### src/sv/assert_macros.svh
// Assertion helpers shared by the RTL
`ifndef ASSERT_MACROS_SVH
`define ASSERT_MACROS_SVH

// same-cycle implication
`define AST_IMPL(label, clk, rst_n, ante, cons) \
    label: assert property (@(posedge clk) disable iff (!rst_n) (ante) |-> (cons)) \
        else $error("assertion failed");

// next-cycle implication
`define AST_NEXT(label, clk, rst_n, ante, cons) \
    label: assert property (@(posedge clk) disable iff (!rst_n) (ante) |=> (cons)) \
        else $error("assertion failed");

`endif

### src/sv/i2cfr_pkg.sv
package i2cfr_pkg;

    localparam logic [1:0] SYM_START = 2'd0;
    localparam logic [1:0] SYM_CLOCK = 2'd1;
    localparam logic [1:0] SYM_STOP  = 2'd2;

    localparam logic [1:0] CFG_SLAVE_ADDR = 2'd0;
    localparam logic [1:0] CFG_DATA_CTRL  = 2'd1;
    localparam logic [1:0] CFG_CMD_CTRL   = 2'd2;

    localparam logic [7:0] RST_SLAVE_ADDR = 8'd120;
    localparam logic [7:0] RST_DATA_CTRL  = 8'd64;
    localparam logic [7:0] RST_CMD_CTRL   = 8'd0;

    localparam logic KIND_CMD  = 1'b0;
    localparam logic KIND_DATA = 1'b1;

    // bit clocks 0..7 carry data, clock 8 is the unchecked ack slot
    localparam logic [3:0] BITS_PER_BYTE = 4'd8;

    typedef struct packed {
        logic       kind;
        logic [7:0] payload_byte;
        logic       run_end;
    } t_in_word;

    typedef struct packed {
        logic [1:0] bus_symbol;
        logic       sda_level;
        logic       ack_slot;
        logic       final_symbol;
    } t_out_word;

    typedef struct packed {
        logic [1:0] index;
        logic [7:0] data;
    } t_cfg_word;

    typedef struct packed {
        logic [7:0] slave_addr;
        logic [7:0] data_ctrl;
        logic [7:0] cmd_ctrl;
    } t_cfg_regs;

    // what the back end has to emit for one accepted word
    typedef struct packed {
        logic       pre_stop;
        logic       hdr;
        logic       is_cmd;
        logic [7:0] payload;
        logic       post_stop;
    } t_plan;

    typedef struct packed {
        logic full;
        logic empty;
    } t_q_stat;

endpackage

### src/sv/i2cfr_chan.sv
interface i2cfr_chan #(
    parameter type T = logic
);
    logic valid;
    logic ready;
    T     data;

    modport source (output valid, output data, input ready);
    modport sink   (input valid, input data, output ready);
endinterface

### src/sv/i2cfr_front.sv
module i2cfr_front
    import i2cfr_pkg::*;
(
    input  logic            i_clk,
    input  logic            i_rst_n,
    i2cfr_chan.sink         i_in_ch,
    input  t_q_stat         i_q_stat,
    output logic            o_push,
    output t_plan           o_plan
);

    logic r_run_open;
    logic n_run_open;
    t_in_word w;

    assign w             = i_in_ch.data;
    assign i_in_ch.ready = !i_q_stat.full;
    assign o_push        = i_in_ch.valid && !i_q_stat.full;

    always_comb begin
        o_plan.payload = w.payload_byte;
        if (w.kind == KIND_CMD) begin
            // a command closes any open run, then is its own transaction
            o_plan.pre_stop  = r_run_open;
            o_plan.hdr       = 1'b1;
            o_plan.is_cmd    = 1'b1;
            o_plan.post_stop = 1'b1;
            n_run_open       = 1'b0;
        end else begin
            o_plan.pre_stop  = 1'b0;
            o_plan.hdr       = !r_run_open;
            o_plan.is_cmd    = 1'b0;
            o_plan.post_stop = w.run_end;
            n_run_open       = !w.run_end;
        end
    end

    always_ff @(posedge i_clk) begin
        if (!i_rst_n) begin
            r_run_open <= 1'b0;
        end else if (o_push) begin
            r_run_open <= n_run_open;
        end
    end

endmodule

### src/sv/i2cfr_queue.sv
module i2cfr_queue
    import i2cfr_pkg::*;
#(
    parameter int DEPTH = 2
) (
    input  logic    i_clk,
    input  logic    i_rst_n,
    input  logic    i_push,
    input  t_plan   i_plan,
    input  logic    i_pop,
    output t_plan   o_head,
    output t_q_stat o_stat
);

    localparam int PW = $clog2(DEPTH);
    localparam int CW = $clog2(DEPTH + 1);
    localparam logic [PW-1:0] LAST_PTR = PW'(DEPTH - 1);
    localparam logic [CW-1:0] FULL_CNT = CW'(DEPTH);

    t_plan         r_mem [DEPTH];
    logic [PW-1:0] r_wr_ptr;
    logic [PW-1:0] r_rd_ptr;
    logic [CW-1:0] r_count;
    logic          do_push;
    logic          do_pop;

    assign o_stat.full  = (r_count == FULL_CNT);
    assign o_stat.empty = (r_count == '0);
    assign o_head       = r_mem[r_rd_ptr];
    assign do_push      = i_push && !o_stat.full;
    assign do_pop       = i_pop && !o_stat.empty;

    always_ff @(posedge i_clk) begin
        if (do_push) begin
            r_mem[r_wr_ptr] <= i_plan;
        end
    end

    always_ff @(posedge i_clk) begin
        if (!i_rst_n) begin
            r_wr_ptr <= '0;
            r_rd_ptr <= '0;
            r_count  <= '0;
        end else begin
            if (do_push) begin
                r_wr_ptr <= (r_wr_ptr == LAST_PTR) ? '0 : r_wr_ptr + 1'b1;
            end
            if (do_pop) begin
                r_rd_ptr <= (r_rd_ptr == LAST_PTR) ? '0 : r_rd_ptr + 1'b1;
            end
            if (do_push && !do_pop) begin
                r_count <= r_count + 1'b1;
            end else if (do_pop && !do_push) begin
                r_count <= r_count - 1'b1;
            end
        end
    end

endmodule

### src/sv/i2cfr_back.sv
module i2cfr_back
    import i2cfr_pkg::*;
(
    input  logic      i_clk,
    input  logic      i_rst_n,
    input  t_cfg_regs i_cfg,
    input  t_plan     i_head,
    input  t_q_stat   i_q_stat,
    output logic      o_pop,
    i2cfr_chan.source o_out_ch
);

    // sequencer phases; PH_FIRST means pick the entry phase from the queue head
    localparam logic [2:0] PH_FIRST   = 3'd0;
    localparam logic [2:0] PH_PRESTOP = 3'd1;
    localparam logic [2:0] PH_START   = 3'd2;
    localparam logic [2:0] PH_ADDR    = 3'd3;
    localparam logic [2:0] PH_CTRL    = 3'd4;
    localparam logic [2:0] PH_DATA    = 3'd5;
    localparam logic [2:0] PH_STOP    = 3'd6;

    logic [2:0] r_phase;
    logic [2:0] n_phase;
    logic [3:0] r_bit;
    logic [3:0] n_bit;
    logic [2:0] cur;
    logic [2:0] nxt;
    logic [7:0] cur_byte;
    logic       is_byte;
    logic       is_ack;
    logic       emit;
    t_out_word  sym;
    t_out_word  r_out;
    logic       r_out_valid;

    assign emit           = !i_q_stat.empty && (!r_out_valid || o_out_ch.ready);
    assign o_out_ch.valid = r_out_valid;
    assign o_out_ch.data  = r_out;
    assign is_ack         = (r_bit == BITS_PER_BYTE);

    always_comb begin
        cur = r_phase;
        if (r_phase == PH_FIRST) begin
            cur = i_head.pre_stop ? PH_PRESTOP : (i_head.hdr ? PH_START : PH_DATA);
        end

        case (cur)
            PH_ADDR: cur_byte = i_cfg.slave_addr;
            PH_CTRL: cur_byte = i_head.is_cmd ? i_cfg.cmd_ctrl : i_cfg.data_ctrl;
            default: cur_byte = i_head.payload;
        endcase

        sym     = '0;
        is_byte = 1'b0;
        case (cur)
            PH_PRESTOP: begin
                sym.bus_symbol = SYM_STOP;
                sym.sda_level  = 1'b1;
                nxt            = PH_START;
            end
            PH_START: begin
                sym.bus_symbol = SYM_START;
                nxt            = PH_ADDR;
            end
            PH_ADDR, PH_CTRL, PH_DATA: begin
                is_byte        = 1'b1;
                sym.bus_symbol = SYM_CLOCK;
                sym.ack_slot   = is_ack;
                // ack slot keeps the last bit on SDA
                sym.sda_level  = is_ack ? cur_byte[0] : cur_byte[3'd7 - r_bit[2:0]];
                sym.final_symbol = (cur == PH_DATA) && is_ack && !i_head.post_stop;
                if (cur == PH_ADDR) begin
                    nxt = PH_CTRL;
                end else if (cur == PH_CTRL) begin
                    nxt = PH_DATA;
                end else begin
                    nxt = i_head.post_stop ? PH_STOP : PH_FIRST;
                end
            end
            PH_STOP: begin
                sym.bus_symbol   = SYM_STOP;
                sym.sda_level    = 1'b1;
                sym.final_symbol = 1'b1;
                nxt              = PH_FIRST;
            end
            default: begin
                nxt = PH_FIRST;
            end
        endcase

        n_phase = r_phase;
        n_bit   = r_bit;
        o_pop   = 1'b0;
        if (emit) begin
            if (is_byte && !is_ack) begin
                n_bit   = r_bit + 1'b1;
                n_phase = cur;
            end else begin
                n_bit   = '0;
                n_phase = nxt;
                o_pop   = (nxt == PH_FIRST);
            end
        end
    end

    always_ff @(posedge i_clk) begin
        if (!i_rst_n) begin
            r_phase     <= PH_FIRST;
            r_bit       <= '0;
            r_out_valid <= 1'b0;
        end else begin
            r_phase <= n_phase;
            r_bit   <= n_bit;
            if (emit) begin
                r_out_valid <= 1'b1;
            end else if (o_out_ch.ready) begin
                r_out_valid <= 1'b0;
            end
        end
    end

    always_ff @(posedge i_clk) begin
        if (emit) begin
            r_out <= sym;
        end
    end

endmodule

### src/sv/i2c_write_only_display_framer_core.sv
// The first bus symbol of a word passes through the plan queue and then the output
// register before it is presented. The back-end sequencer emits one symbol per cycle
// while the queue holds a word and the output is not stalled.
// The plan queue lets input words be taken while earlier symbols still drain.
// Reset (synchronous, active low) closes any run, empties the queue and restores
// the register defaults.
`include "assert_macros.svh"

module i2c_write_only_display_framer_core
    import i2cfr_pkg::*;
#(
    parameter int QUEUE_DEPTH = 2
) (
    input  logic      i_clk,
    input  logic      i_rst_n,
    i2cfr_chan.sink   i_in_ch,
    i2cfr_chan.sink   i_cfg_ch,
    i2cfr_chan.source o_out_ch
);

    t_cfg_regs r_cfg;
    t_cfg_word cfg_w;
    t_plan     plan;
    t_plan     head;
    t_q_stat   q_stat;
    logic      push;
    logic      pop;
    t_out_word out_w;
    logic      out_final_clk;
    logic      out_start;

    assign cfg_w          = i_cfg_ch.data;
    assign i_cfg_ch.ready = 1'b1;
    assign out_w          = o_out_ch.data;
    assign out_final_clk  = o_out_ch.valid && out_w.final_symbol
                            && (out_w.bus_symbol == SYM_CLOCK);
    assign out_start      = o_out_ch.valid && (out_w.bus_symbol == SYM_START);

    always_ff @(posedge i_clk) begin
        if (!i_rst_n) begin
            r_cfg.slave_addr <= RST_SLAVE_ADDR;
            r_cfg.data_ctrl  <= RST_DATA_CTRL;
            r_cfg.cmd_ctrl   <= RST_CMD_CTRL;
        end else if (i_cfg_ch.valid) begin
            case (cfg_w.index)
                CFG_SLAVE_ADDR: r_cfg.slave_addr <= cfg_w.data;
                CFG_DATA_CTRL:  r_cfg.data_ctrl  <= cfg_w.data;
                CFG_CMD_CTRL:   r_cfg.cmd_ctrl   <= cfg_w.data;
                default: ;
            endcase
        end
    end

    i2cfr_front u_front (
        .i_clk    (i_clk),
        .i_rst_n  (i_rst_n),
        .i_in_ch  (i_in_ch),
        .i_q_stat (q_stat),
        .o_push   (push),
        .o_plan   (plan)
    );

    i2cfr_queue #(
        .DEPTH (QUEUE_DEPTH)
    ) u_queue (
        .i_clk   (i_clk),
        .i_rst_n (i_rst_n),
        .i_push  (push),
        .i_plan  (plan),
        .i_pop   (pop),
        .o_head  (head),
        .o_stat  (q_stat)
    );

    i2cfr_back u_back (
        .i_clk    (i_clk),
        .i_rst_n  (i_rst_n),
        .i_cfg    (r_cfg),
        .i_head   (head),
        .i_q_stat (q_stat),
        .o_pop    (pop),
        .o_out_ch (o_out_ch)
    );

    `AST_NEXT(a_push_lands, i_clk, i_rst_n, i_in_ch.valid && i_in_ch.ready, !q_stat.empty)
    `AST_IMPL(a_pop_needs_entry, i_clk, i_rst_n, pop, !q_stat.empty)
    `AST_IMPL(a_final_clock_is_ack, i_clk, i_rst_n, out_final_clk, out_w.ack_slot)
    `AST_IMPL(a_start_low, i_clk, i_rst_n, out_start, !out_w.sda_level && !out_w.final_symbol)

endmodule
### src/flat_wrapper.sv
// flat-port wrapper written by rule: the top's interface ports become plain ports
module i2c_write_only_display_framer_core_flat import i2cfr_pkg::*;
#(
    parameter int QUEUE_DEPTH = 2
)
  (i_clk, i_rst_n, i_in_ch_valid, i_in_ch_data, i_in_ch_ready, i_cfg_ch_valid, i_cfg_ch_data, i_cfg_ch_ready, o_out_ch_valid, o_out_ch_data, o_out_ch_ready);
  i2cfr_chan i_in_ch_i ();
  i2cfr_chan i_cfg_ch_i ();
  i2cfr_chan o_out_ch_i ();
  input  logic i_clk;
  input  logic i_rst_n;
  input wire logic [$bits(i_in_ch_i.valid)-1:0] i_in_ch_valid;
  input wire logic [$bits(i_in_ch_i.data)-1:0] i_in_ch_data;
  output wire logic [$bits(i_in_ch_i.ready)-1:0] i_in_ch_ready;
  input wire logic [$bits(i_cfg_ch_i.valid)-1:0] i_cfg_ch_valid;
  input wire logic [$bits(i_cfg_ch_i.data)-1:0] i_cfg_ch_data;
  output wire logic [$bits(i_cfg_ch_i.ready)-1:0] i_cfg_ch_ready;
  output wire logic [$bits(o_out_ch_i.valid)-1:0] o_out_ch_valid;
  output wire logic [$bits(o_out_ch_i.data)-1:0] o_out_ch_data;
  input wire logic [$bits(o_out_ch_i.ready)-1:0] o_out_ch_ready;
  assign i_in_ch_i.valid = i_in_ch_valid;
  assign i_in_ch_i.data = i_in_ch_data;
  assign i_in_ch_ready = i_in_ch_i.ready;
  assign i_cfg_ch_i.valid = i_cfg_ch_valid;
  assign i_cfg_ch_i.data = i_cfg_ch_data;
  assign i_cfg_ch_ready = i_cfg_ch_i.ready;
  assign o_out_ch_valid = o_out_ch_i.valid;
  assign o_out_ch_data = o_out_ch_i.data;
  assign o_out_ch_i.ready = o_out_ch_ready;
  i2c_write_only_display_framer_core #(.QUEUE_DEPTH(QUEUE_DEPTH)) u_core (.i_clk(i_clk), .i_rst_n(i_rst_n), .i_in_ch(i_in_ch_i), .i_cfg_ch(i_cfg_ch_i), .o_out_ch(o_out_ch_i));
endmodule
### config.mk
export PLATFORM = sky130hd
export DESIGN_NAME = i2c_write_only_display_framer_core_flat
export DESIGN_NICKNAME = d
export VERILOG_FILES = /design/src/sv/i2cfr_pkg.sv /design/src/sv/i2cfr_chan.sv /design/src/sv/i2cfr_front.sv /design/src/sv/i2cfr_queue.sv /design/src/sv/i2cfr_back.sv /design/src/sv/i2c_write_only_display_framer_core.sv /design/src/flat_wrapper.sv
export VERILOG_INCLUDE_DIRS = /design/src /design/src/sv
export SDC_FILE = /design/constraint.sdc
export NUM_CORES = 1
export LEC_CHECK = 0
export BUFFER_PORTS_ARGS = -buffer_cell sky130_fd_sc_hd__buf_2
export CAP_MARGIN = 20
export CORE_MARGIN = 1
export CORE_UTILIZATION = 40
export DETAILED_ROUTE_END_ITERATION = 12
export GPL_ROUTABILITY_DRIVEN = 0
export SKIP_LAST_GASP = 1
export SLEW_MARGIN = 25
export SYNTH_ARGS = -nofsm -noshare
export SYNTH_HDL_FRONTEND = slang
export SYNTH_HIERARCHICAL = 1
export SYNTH_SLANG_ARGS = --single-unit
### constraint.sdc
create_clock -name i_clk -period 3.4 [get_ports i_clk]
set_input_delay 0.17 -clock i_clk [delete_from_list [all_inputs] [get_ports i_clk]]
set_output_delay 0.17 -clock i_clk [all_outputs]
set_load 0.01 [all_outputs]
-- Word-level counts from Yosys, hierarchy flattened
Cells that the tools add are included.
- flip-flop bits (word level): 11
- input bits: 7
- output and inout bits: 4
- logic and storage cells: 56
- $add $sub $neg: 3
- equal/unequal tests: 8
- muxes and demuxes: 17
- reduce and logical (&&, ||, !) cells: 23
- operators with widths (cell ; count):
    $mux 3 ; 7
    $eq 3x3->1 const B ; 3
    $logic_and 1x1->1 ; 9
    $pmux 3 s3 ; 1
    $eq 3x2->1 const B ; 2
    $logic_not 1->1 ; 6
    $logic_not 3->1 ; 2
    $mux 1 ; 5
    $add 4x1->4 const B ; 1
    $eq 4x4->1 const B ; 1
    $mux 2 ; 2
    $mux 4 ; 1
    $reduce_bool 2->1 ; 2
    $eq 3x1->1 const B ; 1
    $reduce_or 3->1 ; 1
    $add 2x1->2 const B ; 1
    $eq 2x2->1 const B ; 1
    $logic_not 2->1 ; 1
    $pmux 1 s2 ; 1
    $sub 2x1->2 const B ; 1
    $logic_not 1->1 const A ; 1
    $logic_or 1x1->1 ; 1

-- Longest topological paths before layout
- depth in word-level cells: 14
- gate-level depth with buffers: 12
- mapped depth without buffers: 11

-- By module
The synthesis kept the hierarchy.
- by module, submodules not included (module ; instances ; cells an instance ; area an instance (um^2) ; seq. area each (um^2)):
    i2cfr_queue ; 1 ; 62 ; 1094.8 ; 820.8
    i2cfr_back ; 1 ; 79 ; 594.3 ; 190.2
    i2cfr_front ; 1 ; 16 ; 107.6 ; 0.0
    i2c_write_only_display_framer_core ; 1 ; 9 ; 80.1 ; 40.0

-- Least setup slack after synthesis
OpenSTA, ideal clock, no wires.
- path kind: reg-to-reg
- start: reg with a tool-made name
- end: reg u_core.u_queue.r_count[1]
- setup time: 0.070 ns
- arrival: 2.293 ns
- required time: 3.330 ns
- path slack: 1.037 ns
- stages on the path, launching flop included: 11
- buffers on the path: 1
- period minus slack after synthesis: 2.363 ns
- cells stage by stage: dfxtp_1 > buf_2 > mux2_2 > nor3_1 > nand2_1 > o21ai_0 > and2_1 > o21ai_1 > ha_1 > or3_1 > a21boi_1
- RTL lines (item ; line ; source):
    end signal, assigned ; i2cfr_queue.sv:52 ; r_count <= r_count + 1'b1;
    end signal, assigned ; i2cfr_queue.sv:54 ; r_count <= r_count - 1'b1;
    end, declared ; i2cfr_queue.sv:23 ; logic [CW-1:0] r_count;

-- Final worst setup path
- start: reg u_core.u_back.r_bit[0]
- end: reg u_core.u_queue.r_count[1]
- longest elaborated chain between the ends: 9
- elaborated cells between the ends (all ways): 11
- those cells by class: eq/ne: 1; mux: 3; reduce/logical: 7
- ends and longest elaborated chain (item ; line ; source):
    start, declared ; i2cfr_back.sv:24 ; logic [3:0] r_bit;
    start signal, assigned ; i2cfr_back.sv:113 ; r_bit <= n_bit;
    $eq 4x4->1 (*) ; i2cfr_back.sv:39 ; assign is_ack = (r_bit == BITS_PER_BYTE);
    $logic_not 1->1 (*) ; i2cfr_back.sv:95 ; if (is_byte && !is_ack) begin
    $logic_and 1x1->1 (*) ; i2cfr_back.sv:95 ;
    $mux 1 (*) ; i2cfr_back.sv:95 ;
    $mux 1 (*) ; i2cfr_back.sv:94 ; if (emit) begin
    net u_core.pop ; i2c_write_only_display_framer_core.sv:27 ; logic pop;
    $logic_and 1x1->1 (*) ; i2cfr_queue.sv:31 ; assign do_pop = i_pop && !o_stat.empty;
    $logic_not 1->1 ; i2cfr_queue.sv:51 ; if (do_push && !do_pop) begin
    $logic_and 1x1->1 ; i2cfr_queue.sv:51 ;
    $mux 2 / $reduce_bool 2->1 (equally long branches) ; - ;
Mark *: on every way through the listed nets, which the timed path passes. The rest lies on a longest branch.
A chain may end at the register's enable or synchronous reset.

==> metrics.yaml <==
outcome:
  status: "complete, no violations"
place:
  place_hpwl_um: 1385
  portBuffers: 6
  dpl_worst_slack_ns: 0.8836
  dp_cells: 150
die:
  io_pins: 11
  coreArea_sq_um: 2545
  dieArea_sq_um: 2960
  die_height_um: 54.41
  rows: 18
  start_util: 0.4317
  fp.dieW_um: 54.41
global_routing:
  grt_pass1_wl_um: 3325
  grt_pass1_vias: 754
  track_usage: 0.1614
  grt_max_degree: 13
  antenna_found_initial: 0
  gr-total-overflow: 0
hold_path:
  hold_path_class: "in -> reg"
cells_and_area:
  regArea_sq_um: 470.5
  diodes: 0
  syn_to_final_growth_pct: 3.417
  n_fill_cell: 265
  layout-drive-gt1-share: 0.1452
  final_nets: 135
  layoutNonFillerInstCount: 154
  multi_input_area_sq_um: 541.8
route:
  wl_um: 1891
  drc: 0
  post_drt_wl_per_cell_um: 12.28
  dr.pass1.iters: 4
  viasPerCell: 5.396
  ant_nets: 0
  drtIter0Drc: 17
  vias: 831
timing:
  min_period_ns: 2.593
  fmax_mhz: 385.6
  drv_slew: 0
  fin_worst_skew_ns: 0.004182
  hold_ws_ns: 0.1684
  finalHoldViolCount: 0
  setup_viol: 0
  rsz0062_at_grt: "false"
  post-route-period-util: 0.7627
  final.setup.worst_slack_ns: 0.8068
  setup_tns_ns: 0
clocking:
  insertion_delay_ns: 0.30
  path_clk_slew_ns: 0.11
  cts-root-buf: "clkbuf_4"
  cts_tree: "built"
  clkSinkCount: 20
  cts_buffers: 3
  cts_resized: 0
  postCtsHoldBufs: 0
  htreeDepth: 1
  cts_buffer_depth: 2
  cts_setup_buffers: 0
logic_synthesis:
  synthCells: 123
  synth_area_sq_um: 1099
  synth_area_per_cell_sq_um: 8.931
  ys_warn_count: 6
critical_path:
  critPathRequiredTime_ns: 3.63
  crit_path_start_kind: "flop"
  crit_type: "reg -> reg"
  cp_max_fo: 11
  r2r_setup_slack_ns: 0.81
  cp-end-kind: "flop"
  critPathArrivalTime_ns: 2.83
power_and_ir_drop:
  p_leak_nw: 0.4353
  p_per_area_nw_per_um2: 807.0
  irDropWorstVdd_mv: 0.4739
  power.total_w: 0.0009169
run:
  cap_violations: 0
[final timing paths]
| check | endpoint | cells after the start | from |
|---|---|---|---|
| min reg2reg | u_core/u_back/r_bit[3] | 2 | u_core/u_back/r_bit[3] |
| max | u_core/u_queue/r_count[1] | 10 | u_core/u_back/r_bit[0] |
| max reg2reg | u_core/u_queue/r_count[1] | 10 | u_core/u_back/r_bit[0] |
| min | u_core/u_queue/r_wr_ptr | 2 | i_rst_n |
[cells in the final DEF, fill, tap and decap left out, types with 4 or more instances in the layout]
| master | instances |
|---|---|
| nand2_1 | 11 |
| dfxtp_1 | 13 |
| nor3_1 | 4 |
| edfxtp_1 | 7 |
| nor2_1 | 5 |
| o21ai_0 | 7 |
| nand4_1 | 4 |
| a21oi_1 | 6 |
| inv_1 | 7 |
| buf_2 | 6 |
| and2_1 | 4 |
| nor2b_1 | 5 |
| conb_1 | 4 |
[per-layer routing]
metal / routed length [um] / GRT usage / up-vias
met5: 0 / 0 / -
met4: 46 / 0.09829 / 0
met2: 855 / 0.2398 / 18
met3: 72 / 0.03333 / 4
li1: - / - / 418
met1: 917 / 0.2126 / 391
[state kept, by name, summed over array words and instances, names as in the netlist, named ones only]
| name | cells |
|---|---|
| u_core/u_back/r_phase | 3 |
| u_core/u_queue/r_mem | 6 |
| u_core/u_queue/r_count | 2 |
| u_core/u_queue/r_rd_ptr | 1 |
| u_core/u_back/o_out_ch.valid | 1 |
| u_core/u_queue/r_wr_ptr | 1 |
| u_core/u_back/r_bit | 4 |
| u_core/u_back/o_out_ch.data | 1 |
[where the power goes]
group	switching, W	internal, W
Combinational	0.000230	0.000172
Clock	0.0000707	0.0000457
Sequential	0.0000763	0.000322
[worst max-delay path, cell delays in order, from the launching register on]
cell and delay (ns):
dfxtp_1 0.35, inv_1 0.08, ha_1 0.15, nand3b_1 0.32, o21bai_1 0.29, a31oi_1 0.26
and2_1 0.16, o21ai_1 0.09, ha_1 0.32, or3_1 0.35, a21boi_1 0.14
[cell type report]
class                           count  share of cell area
Clock buffer                        4             0.02313
Inverter                            8             0.02643
Multi-Input combinational cell     86              0.4769
Sequential cell                    20              0.4141
Tap cell                           30             0.03304
Timing Repair Buffer                6             0.02643
[stage by stage]
step,area [sq um],utilization
floorplan,1102,-
global placement,1110,0.4361
detailed placement,1110,0.4361
CTS,1136,0.4464
global route,1136,0.4464
finish,1136,0.4464
Note: power is estimated with default switching activity, not from simulation.
